<file path="config.mk">
export PLATFORM = sky130hd
export DESIGN_NAME = sorted_unique_table
export DESIGN_NICKNAME = d
export VERILOG_FILES = /design/src/sv/sut_pkg.sv /design/src/sv/sut_ram.sv /design/src/sv/sut_datapath.sv /design/src/sv/sut_ctrl.sv /design/src/sv/sorted_unique_table.sv
export SDC_FILE = /design/constraint.sdc
export NUM_CORES = 1
export LEC_CHECK = 0
export ABC_AREA = 1
export BUFFER_PORTS_ARGS = -buffer_cell sky130_fd_sc_hd__clkbuf_2
export CORE_ASPECT_RATIO = 1.5
export CORE_MARGIN = 2
export CORE_UTILIZATION = 53
export DETAILED_ROUTE_END_ITERATION = 10
export PLACE_DENSITY = 0.69
export SLEW_MARGIN = 40
export SYNTH_ARGS = -nofsm -noshare
export SYNTH_HDL_FRONTEND = slang
export SYNTH_SLANG_ARGS = --single-unit
</file>
<file path="constraint.sdc">
create_clock -name clk -period 11.34 [get_ports clk]
set_input_delay 2.268 -clock clk [delete_from_list [all_inputs] [get_ports clk]]
set_output_delay 2.268 -clock clk [all_outputs]
set_load 0.01 [all_outputs]
</file>
<file path="src/sv/sut_pkg.sv">
package sut_pkg;

	localparam int DEPTH_DEF = 16;
	localparam int KEY_W     = 32;
	localparam int OP_W      = 2;
	localparam int POS_W     = 5;
	localparam int CNT_W     = 5;

	typedef enum logic [OP_W-1:0] {
		OP_INSERT  = 2'd0,
		OP_REMOVE  = 2'd1,
		OP_REPLACE = 2'd2,
		OP_SEARCH  = 2'd3
	} sut_op_t;

	typedef enum logic [2:0] {
		ST_IDLE,
		ST_SCAN,
		ST_PLAN,
		ST_SHIFT,
		ST_PUT,
		ST_DONE
	} sut_state_t;

	typedef struct packed {
		logic accept;
		logic scan;
		logic plan;
		logic shift;
		logic put;
		logic out_load;
	} sut_cmd_t;

	typedef struct packed {
		logic scan_done;
		logic shift_done;
		logic out_free;
	} sut_sts_t;

endpackage

</file>
<file path="src/sv/sut_ram.sv">
module sut_ram #(
	parameter int W = 32,
	parameter int D = 16,
	localparam int AW = (D > 1) ? $clog2(D) : 1
) (
	input  logic          clk,
	input  logic          we,
	input  logic [AW-1:0] waddr,
	input  logic [W-1:0]  wdata,
	input  logic [AW-1:0] raddr,
	output logic [W-1:0]  rdata
);

	logic [W-1:0] mem [D];

	always_ff @(posedge clk) begin
		if (we) begin
			mem[waddr] <= wdata;
		end
		rdata <= mem[raddr];
	end

endmodule

</file>
<file path="src/sv/sut_datapath.sv">
module sut_datapath #(
	parameter int DEPTH = sut_pkg::DEPTH_DEF
) (
	input  logic                              clk,
	input  logic                              arst_n,
	input  sut_pkg::sut_cmd_t                 cmd,
	output sut_pkg::sut_sts_t                 sts,
	input  logic [sut_pkg::OP_W-1:0]          opcode,
	input  logic signed [sut_pkg::KEY_W-1:0]  key,
	input  logic signed [sut_pkg::KEY_W-1:0]  new_key,
	input  logic                              out_stall,
	output logic                              out_valid,
	output logic                              ok,
	output logic signed [sut_pkg::POS_W-1:0]  position,
	output logic [sut_pkg::CNT_W-1:0]         entry_count
);

	localparam int CW = $clog2(DEPTH + 1);
	localparam int AW = (DEPTH > 1) ? $clog2(DEPTH) : 1;
	localparam int KW = sut_pkg::KEY_W;
	localparam int PW = sut_pkg::POS_W;
	localparam int NW = sut_pkg::CNT_W;

	// request and scan results
	sut_pkg::sut_op_t  op_q;
	logic signed [KW-1:0] key_q;
	logic signed [KW-1:0] nkey_q;
	logic [CW-1:0] cnt_q;
	logic [CW-1:0] idx_q;
	logic          pend_q;
	logic          found_k_q;
	logic          found_nk_q;
	logic [CW-1:0] pk_q;
	logic [CW-1:0] ltk_q;
	logic [CW-1:0] ltnk_q;

	// move plan
	logic          okp_q;
	logic          up_q;
	logic          put_q;
	logic [AW-1:0] paddr_q;
	logic [AW-1:0] src_q;
	logic [AW-1:0] last_q;
	logic [CW-1:0] rem_q;

	// result word
	logic          out_valid_q;
	logic          ok_q;
	logic [PW-1:0] pos_q;
	logic [NW-1:0] ocnt_q;

	logic [KW-1:0] rd_data;
	logic          we;
	logic [AW-1:0] waddr;
	logic [KW-1:0] wdata;
	logic [AW-1:0] raddr;

	logic          p_ok;
	logic          p_up;
	logic          p_put;
	logic [AW-1:0] p_paddr;
	logic [AW-1:0] p_src;
	logic [CW-1:0] p_n;
	logic [CW-1:0] p_cnt;

	logic          eq_k;
	logic          lt_k;
	logic          eq_nk;
	logic          lt_nk;
	logic [CW-1:0] cmp_idx;
	logic          scan_more;

	sut_ram #(
		.W(KW),
		.D(DEPTH)
	) u_ram (
		.clk  (clk),
		.we   (we),
		.waddr(waddr),
		.wdata(wdata),
		.raddr(raddr),
		.rdata(rd_data)
	);

	assign eq_k      = ($signed(rd_data) == key_q);
	assign lt_k      = ($signed(rd_data) < key_q);
	assign eq_nk     = ($signed(rd_data) == nkey_q);
	assign lt_nk     = ($signed(rd_data) < nkey_q);
	assign cmp_idx   = idx_q - CW'(1);
	assign scan_more = (idx_q != cnt_q);

	assign raddr = cmd.shift ? src_q : idx_q[AW-1:0];
	assign we    = (cmd.shift && pend_q) || (cmd.put && put_q);
	assign waddr = cmd.put ? paddr_q : (up_q ? last_q + AW'(1) : last_q - AW'(1));
	assign wdata = cmd.put ? ((op_q == sut_pkg::OP_INSERT) ? key_q : nkey_q) : rd_data;

	always_comb begin
		p_ok    = 1'b0;
		p_up    = 1'b0;
		p_put   = 1'b0;
		p_paddr = '0;
		p_src   = '0;
		p_n     = '0;
		p_cnt   = cnt_q;
		case (op_q)
			sut_pkg::OP_INSERT: begin
				if (cnt_q < CW'(DEPTH) && !found_k_q) begin
					p_ok    = 1'b1;
					p_up    = 1'b1;
					p_src   = AW'(cnt_q - CW'(1));
					p_n     = cnt_q - ltk_q;
					p_put   = 1'b1;
					p_paddr = AW'(ltk_q);
					p_cnt   = cnt_q + CW'(1);
				end
			end
			sut_pkg::OP_REMOVE: begin
				if (found_k_q) begin
					p_ok  = 1'b1;
					p_src = AW'(pk_q + CW'(1));
					p_n   = cnt_q - CW'(1) - pk_q;
					p_cnt = cnt_q - CW'(1);
				end
			end
			sut_pkg::OP_REPLACE: begin
				if (found_k_q && !found_nk_q) begin
					p_ok  = 1'b1;
					p_put = 1'b1;
					if (ltnk_q > pk_q) begin
						p_src   = AW'(pk_q + CW'(1));
						p_n     = ltnk_q - CW'(1) - pk_q;
						p_paddr = AW'(ltnk_q - CW'(1));
					end else begin
						p_up    = 1'b1;
						p_src   = AW'(pk_q - CW'(1));
						p_n     = pk_q - ltnk_q;
						p_paddr = AW'(ltnk_q);
					end
				end
			end
			default: begin
				p_ok = found_k_q;
			end
		endcase
	end

	always_ff @(posedge clk or negedge arst_n) begin
		if (!arst_n) begin
			cnt_q       <= '0;
			pend_q      <= 1'b0;
			out_valid_q <= 1'b0;
		end else begin
			if (cmd.accept || cmd.plan) begin
				pend_q <= 1'b0;
			end else if (cmd.scan) begin
				pend_q <= scan_more;
			end else if (cmd.shift) begin
				pend_q <= (rem_q != '0);
			end
			if (cmd.plan) begin
				cnt_q <= p_cnt;
			end
			if (cmd.out_load) begin
				out_valid_q <= 1'b1;
			end else if (!out_stall) begin
				out_valid_q <= 1'b0;
			end
		end
	end

	always_ff @(posedge clk) begin
		if (cmd.accept) begin
			op_q       <= sut_pkg::sut_op_t'(opcode);
			key_q      <= key;
			nkey_q     <= new_key;
			idx_q      <= '0;
			found_k_q  <= 1'b0;
			found_nk_q <= 1'b0;
			pk_q       <= '0;
			ltk_q      <= '0;
			ltnk_q     <= '0;
		end
		if (cmd.scan) begin
			if (scan_more) begin
				idx_q <= idx_q + CW'(1);
			end
			if (pend_q) begin
				if (eq_k) begin
					found_k_q <= 1'b1;
					pk_q      <= cmp_idx;
				end
				if (lt_k) begin
					ltk_q <= ltk_q + CW'(1);
				end
				if (eq_nk) begin
					found_nk_q <= 1'b1;
				end
				if (lt_nk) begin
					ltnk_q <= ltnk_q + CW'(1);
				end
			end
		end
		if (cmd.plan) begin
			okp_q   <= p_ok;
			up_q    <= p_up;
			put_q   <= p_put;
			paddr_q <= p_paddr;
			src_q   <= p_src;
			rem_q   <= p_n;
		end
		if (cmd.shift && rem_q != '0) begin
			src_q  <= up_q ? src_q - AW'(1) : src_q + AW'(1);
			rem_q  <= rem_q - CW'(1);
			last_q <= src_q;
		end
		if (cmd.out_load) begin
			ok_q   <= okp_q;
			pos_q  <= (op_q == sut_pkg::OP_SEARCH && okp_q) ? PW'(pk_q) : '1;
			ocnt_q <= NW'(cnt_q);
		end
	end

	assign sts.scan_done  = !scan_more && !pend_q;
	assign sts.shift_done = (rem_q == '0) && !pend_q;
	assign sts.out_free   = !out_valid_q || !out_stall;

	assign out_valid   = out_valid_q;
	assign ok          = ok_q;
	assign position    = pos_q;
	assign entry_count = ocnt_q;

endmodule

</file>
<file path="src/sv/sut_ctrl.sv">
module sut_ctrl (
	input  logic              clk,
	input  logic              arst_n,
	input  logic              in_valid,
	output logic              in_stall,
	input  sut_pkg::sut_sts_t sts,
	output sut_pkg::sut_cmd_t cmd
);

	sut_pkg::sut_state_t state_q;
	sut_pkg::sut_state_t state_d;

	always_ff @(posedge clk or negedge arst_n) begin
		if (!arst_n) begin
			state_q <= sut_pkg::ST_IDLE;
		end else begin
			state_q <= state_d;
		end
	end

	always_comb begin
		state_d  = state_q;
		cmd      = '0;
		in_stall = 1'b1;
		case (state_q)
			sut_pkg::ST_IDLE: begin
				in_stall = 1'b0;
				if (in_valid) begin
					cmd.accept = 1'b1;
					state_d    = sut_pkg::ST_SCAN;
				end
			end
			sut_pkg::ST_SCAN: begin
				cmd.scan = 1'b1;
				if (sts.scan_done) begin
					state_d = sut_pkg::ST_PLAN;
				end
			end
			sut_pkg::ST_PLAN: begin
				cmd.plan = 1'b1;
				state_d  = sut_pkg::ST_SHIFT;
			end
			sut_pkg::ST_SHIFT: begin
				cmd.shift = 1'b1;
				if (sts.shift_done) begin
					state_d = sut_pkg::ST_PUT;
				end
			end
			sut_pkg::ST_PUT: begin
				cmd.put = 1'b1;
				state_d = sut_pkg::ST_DONE;
			end
			sut_pkg::ST_DONE: begin
				if (sts.out_free) begin
					cmd.out_load = 1'b1;
					state_d      = sut_pkg::ST_IDLE;
				end
			end
			default: begin
				state_d = sut_pkg::ST_IDLE;
			end
		endcase
	end

endmodule

</file>
<file path="src/sv/sorted_unique_table.sv">
// channel  | handshake          | word
// ---------+--------------------+--------------------------------
// in       | in_valid, in_stall | opcode, key, new_key
// out      | out_valid,out_stall| ok, position, entry_count
//
// one request at a time: a scan of the stored keys over the ram read port, then a plan step,
// a move pass over the words shifted, a put of the new key and a finish that loads the result
// worst case is a remove of the lowest key from a full table
// reset clears the count and control; ram contents need no clearing
// a held result word blocks only the finish of the next request
module sorted_unique_table #(
	parameter int DEPTH = sut_pkg::DEPTH_DEF
) (
	input  logic                              clk,
	input  logic                              arst_n,
	input  logic                              in_valid,
	output logic                              in_stall,
	input  logic [sut_pkg::OP_W-1:0]          opcode,
	input  logic signed [sut_pkg::KEY_W-1:0]  key,
	input  logic signed [sut_pkg::KEY_W-1:0]  new_key,
	output logic                              out_valid,
	input  logic                              out_stall,
	output logic                              ok,
	output logic signed [sut_pkg::POS_W-1:0]  position,
	output logic [sut_pkg::CNT_W-1:0]         entry_count
);

	sut_pkg::sut_cmd_t cmd;
	sut_pkg::sut_sts_t sts;

	sut_ctrl u_ctrl (
		.clk     (clk),
		.arst_n  (arst_n),
		.in_valid(in_valid),
		.in_stall(in_stall),
		.sts     (sts),
		.cmd     (cmd)
	);

	sut_datapath #(
		.DEPTH(DEPTH)
	) u_dp (
		.clk        (clk),
		.arst_n     (arst_n),
		.cmd        (cmd),
		.sts        (sts),
		.opcode     (opcode),
		.key        (key),
		.new_key    (new_key),
		.out_stall  (out_stall),
		.out_valid  (out_valid),
		.ok         (ok),
		.position   (position),
		.entry_count(entry_count)
	);

	assert property (@(posedge clk) disable iff (!arst_n)
		in_valid && !in_stall |=> in_stall)
		else $error("accepted a second word while busy");

	assert property (@(posedge clk) disable iff (!arst_n)
		$rose(out_valid) |-> $past(in_stall))
		else $error("result appeared without a request in flight");

	assert property (@(posedge clk) disable iff (!arst_n)
		out_valid |-> ok || position == '1)
		else $error("failed request carries a position");

	assert property (@(posedge clk) disable iff (!arst_n)
		out_valid && position != '1 |-> ok)
		else $error("position given without success");

endmodule

</file>
Yosys cells after proc, flatten, opt, wreduce, memory -nomap -nowiden
Memories as Yosys holds them, arrays and structs flattened. A register that Yosys moved wholly into a read port is not among the register bits.
Index checks and enable logic that the tools add are counted.

storage, ports and cells
  RAM bits = 512
  input port bits = 70
  latch bits = 0
  bits in registers = 129
  bits in read-only memories = 0
  memories = 1
  output and inout bits = 13
  logic and storage cells = 169

cells by class
  bitwise operators = 0
  equality and inequality tests = 18
  muxes and demuxes = 79
  reductions and logical operators = 26
  $lt $le $gt $ge = 4
  multiply operators = 0
  div/mod/pow operators = 0
  shift-type cells = 0
  $add $sub $neg = 18

memory list
  memory          words  bits a word  rd ports  clocked after Yosys merged registers in  write ports  RTL line       RTL
  u_dp.u_ram.mem  16     32           1         1                                        1            sut_ram.sv:14  logic [W-1:0] mem [D];

operator list
  operator                                             number
  two-way mux 5 bit                                    23
  equality test 32 bit                                 2
  < comparator 32 bit                                  2
  two-way mux 32 bit                                   2
  two-way mux 4 bit                                    13
  two-way mux 1 bit                                    29
  adder 5 x 1 -> 5 bit, second input constant          4
  subtractor 5 x 1 -> 5 bit, second input constant     4
  subtractor 5 bit                                     4
  case mux 3 bit (6 select lines)                      1
  case mux 5 bit (3 select lines)                      1
  adder 4 x 1 -> 4 bit, second input constant          3
  two-way mux 3 bit                                    4
  case mux 4 bit (3 select lines)                      1
  subtractor 4 x 1 -> 4 bit, second input constant     3
  inequality test 2 bit, second input constant         5
  case mux 5 bit (2 select lines)                      1
  logical AND 1 bit                                    8
  case mux 4 bit (2 select lines)                      1
  AND reduction 4 bit                                  2
  equality test 3 x 2 -> 1 bit, second input constant  2
  equality test 3 bit, second input constant           2
  logical NOT 1 bit                                    6
  > comparator 5 bit                                   1
  other kinds (15)                                     21

Depth between registers and ports, before layout
  depth in word-level cells = 7
  mapped depth = 18
  gate-level depth less buffers = 18

By module
From an unflattened synthesis, not the netlist that was laid out.

unflattened totals
  cell total of the unflattened synthesis = 3,146
  area total of the unflattened synthesis = 31,366.3 um^2

modules (own cells, without submodules)
  module        times used  seq. area each (um^2)  area each (um^2)  cells an instance
  sut_ram       1           16,015.4               22,738.1          2,120
  sut_datapath  1           3,528.4                8,391.8           986
  sut_ctrl      1           75.1                   236.5             40

Worst setup path before layout
OpenSTA, ideal clock, no wires.

  kind = input port to flip-flop
  start point = input in_valid
  end point = register u_dp.ltnk_q[0]
  data required time = 11,214 ps
  path buffers = 1
  cell stages on the path = 8
  slack = 5,277 ps
  data arrival time = 5,936 ps
  cells stage by stage = inv_1 nor2_1 inv_1 clkbuf_1 nand2_1 inv_1 nand2_1 o21ai_0

RTL lines
  element               RTL line                   RTL
  from (decl)           sorted_unique_table.sv:16  input logic in_valid,
  to (signal assigned)  sut_datapath.sv:199        ltnk_q <= ltnk_q + CW'(1);
  to (decl)             sut_datapath.sv:35         logic [CW-1:0] ltnk_q;

Worst setup path in the final report
  start point = register u_ctrl.state_q[0]
  end point = output in_stall

between the ends
  cells in the longest elaborated chain, start to end = 2

RTL lines
  element                 RTL line                   RTL
  from (decl)             sut_ctrl.sv:10             sut_pkg::sut_state_t state_q;
  from (signal assigned)  sut_ctrl.sv:15             state_q <= sut_pkg::ST_IDLE;
  from (signal assigned)  sut_ctrl.sv:17             state_q <= state_d;
  logical NOT 3 bit       sut_ctrl.sv:25             case (state_q)
  two-way mux 1 bit       sut_ctrl.sv:25
  to (decl)               sorted_unique_table.sv:17  output logic in_stall,

Every way passes these cells.

==> out/summary.txt <==
All-Layer GR Usage - 0.263
Num Clock Sinks - 673
Row cnt - 105
Syn_area_per_cell - 11.8 µm²
Final Hold Viols - 0
Share of layout cells above drive strength 1 - 0.106
PostCTS Resize Cnt - 0
Dpl cells - 3,172
Critical Path RT - 9070 ps
# setup viols final - 0
Fmax achieved - 0.252 GHz
Leading cell type in the layout, fill and taps excluded - edfxtp_1
Initial Util - 0.534
Status - finished, final reports clean
H-tree levels - 2
DRT Wirelength - 74,900 µm
DIE HEIGHT - 291 µm
Max Slew Vio Count - 0
First-pass GRT wire length - 114,000 µm
DRT iter0 DRCs - 1,943
CTS Buffer Depth - 3
Register area - 19,600 µm²
DR WL/cell - 22.9 µm
Placer Congestion - 0.998
ANT nets after route - 0
Worst min-delay path class - flop to flop
Yosys Warn Count - 0
CTS root buffer - clkbuf_16
Setup TNS - 0 ps
Most frequent cells in the layout - edfxtp_1, nor2_1, nand2_1
Num ports - 83
Grt ovf - 0
Initial antenna violation count - 0
Final instance area - 32,300 µm²
Final hold slack - 486 ps
Worst-skew pair later-pin latency - 610 ps
Post-CTS setup buffer count - 0
CTS tree - built
Die ar. - 56,700 µm²
Fin nets - 2,707
Yosys cell types - 43
Fin Clk Skew - 22.3 ps
Non-filler cells, final - 3,278
Fillers - 4,358
Number of global-route vias before repair - 19,700
Ant diodes - 0
Placed inst area - 30,400 µm²
Flops & latches, synth - 673
# Max-Cap Violations - 0
Top-area cell type share of the netlist area - 0.630
Crit path DAT - 1690 ps
Area grow syn2layout - 11.2%
Clock transition at the registers of the reported paths - 70 ps
Largest net degree at the start of global routing - 164
Crit start category - flop
Tmin final - 3960 ps
Period utilization - 0.349
Inserted Clock Buffers - 56
Worst Path Max Fanout - 5
Core Area - 54,400 µm²
Vias post-DR - 19,800
Total iterations of the first detailed-routing run - 5
Yosys top cell by area - edfxtp_1
Peak supply drop - 0.000243 V
Mapped Area - 29,000 µm²
PwrDens - 293 nW/µm²
Drt drc - 0
Worst Tran Pin Value - 900 ps
Sequential area share after synthesis - 0.675
Leak Pwr - 11.8 nW
Port Buffer Count - 82
Vias per inst - 6.03
Hold buffers post-CTS - 0
HPWL after DPL - 44,700 µm
Synth area leaders - edfxtp_1, nor2_1, o21ai_0
Final core occ - 0.594
Die X - 195 µm
Unrepaired setup endpoints after global routing - no
Crit Path Category - flop to primary output
Worst rel slew slack - 0.400
Multi-input gate area - 8320 µm²
Synth Net Count - 2,636
Post-Syn Instances - 2,465
Crit end category - primary output
-- cell type report --
class                      instances  share of cell area
inverter                         207              0.0244
tap                              695              0.0269
clock buffer                      78              0.0497
multi-input combinational       1462               0.258
timing repair buffer             136              0.0266
sequential                       673               0.607
clock inverter                    27             0.00709
-- metrics by stage --
stage	worst slack (ps)	power (mW)
2_1_floorplan	5280	6.25
3_3_place_gp	7400	7.34
3_5_place_dp	7610	7.51
4_1_cts	7360	9.44
5_1_grt	7280	10.0
6_report	7380	9.47
-- Yosys cell counts (all sizes together) --
master	n
inv	198
dfrtp	10
nand2	247
o22ai	35
o211ai	68
o21bai	2
o221ai	68
buf	56
and3	1
xor2	22
nand3	79
a21o	3
nor3b	1
a21boi	2
o2111ai	2
edfxtp	609
a32o	1
ha	95
or2	2
o21a	2
clkbuf	67
xnor2	16
nor2	338
a31oi	3
o31ai	1
o21ai	400
a211oi	3
nand4	14
dfxtp	54
fa	6
a21oi	41
mux2i	2
nor3	8
clkinv	9
-- sequential cells by signal, summed over array words and instances (netlist names), 5 cells and up --
signal / count
u_dp.key_q: 32
u_dp.pk_q: 5
u_dp.u_ram.rdata: 32
u_dp.ltk_q: 5
u_dp.rem_q: 5
u_dp.position: 5
u_dp.ltnk_q: 5
u_dp.u_ram.mem: 512
u_dp.entry_count: 5
u_dp.cnt_q: 5
u_dp.idx_q: 5
u_dp.nkey_q: 32
-- kinds of logic after synthesis --
family                   Yosys count  synth area share
buffers and inverters            330            0.0452
XOR/XNOR                          38            0.0115
adder cells (fa/ha/maj)          101            0.0451
flip-flops                       673             0.675
AND/OR/NAND/NOR                  690            0.0950
multiplexers                       2          0.000689
AO/OA/AOI/OAI                    631             0.127
-- final timing paths --
kind	start	to	slack (ps)	cells after the start
worst max-delay path	u_ctrl.state_q[0]	in_stall	7380	5
worst min-delay path	u_dp.okp_q	u_dp.ok	490	0
worst max register to register	u_ctrl.state_q[2]	u_dp.u_ram.rdata[26]	7560	8
worst min register to register	u_dp.okp_q	u_dp.ok	490	0
max in group asynchronous	arst_n	u_ctrl.state_q[1]	9580	1
min in group asynchronous	arst_n	u_dp.cnt_q[1]	1530	1
-- critical path: stages (launching register included) --
cell      delay [ps]
dfrtp_1          430
inv_1            120
nand2_1           90
nor2_1           170
inv_1            140
clkbuf_2         160
-- power by group --
group / internal, mW / switching (mW)
sequential: 3.39 / 0.260
combinational: 1.15 / 2.74
clock: 1.06 / 0.870
-- per-layer routing --
metal	wire length [µm]	part of all wire	global-route usage
met2	37900	0.51	0.457
met5	0	0	0
met3	5950	0.079	0.0398
met4	3370	0.045	0.120
met1	27700	0.37	0.326
Power figures use the tool's default switching activity.
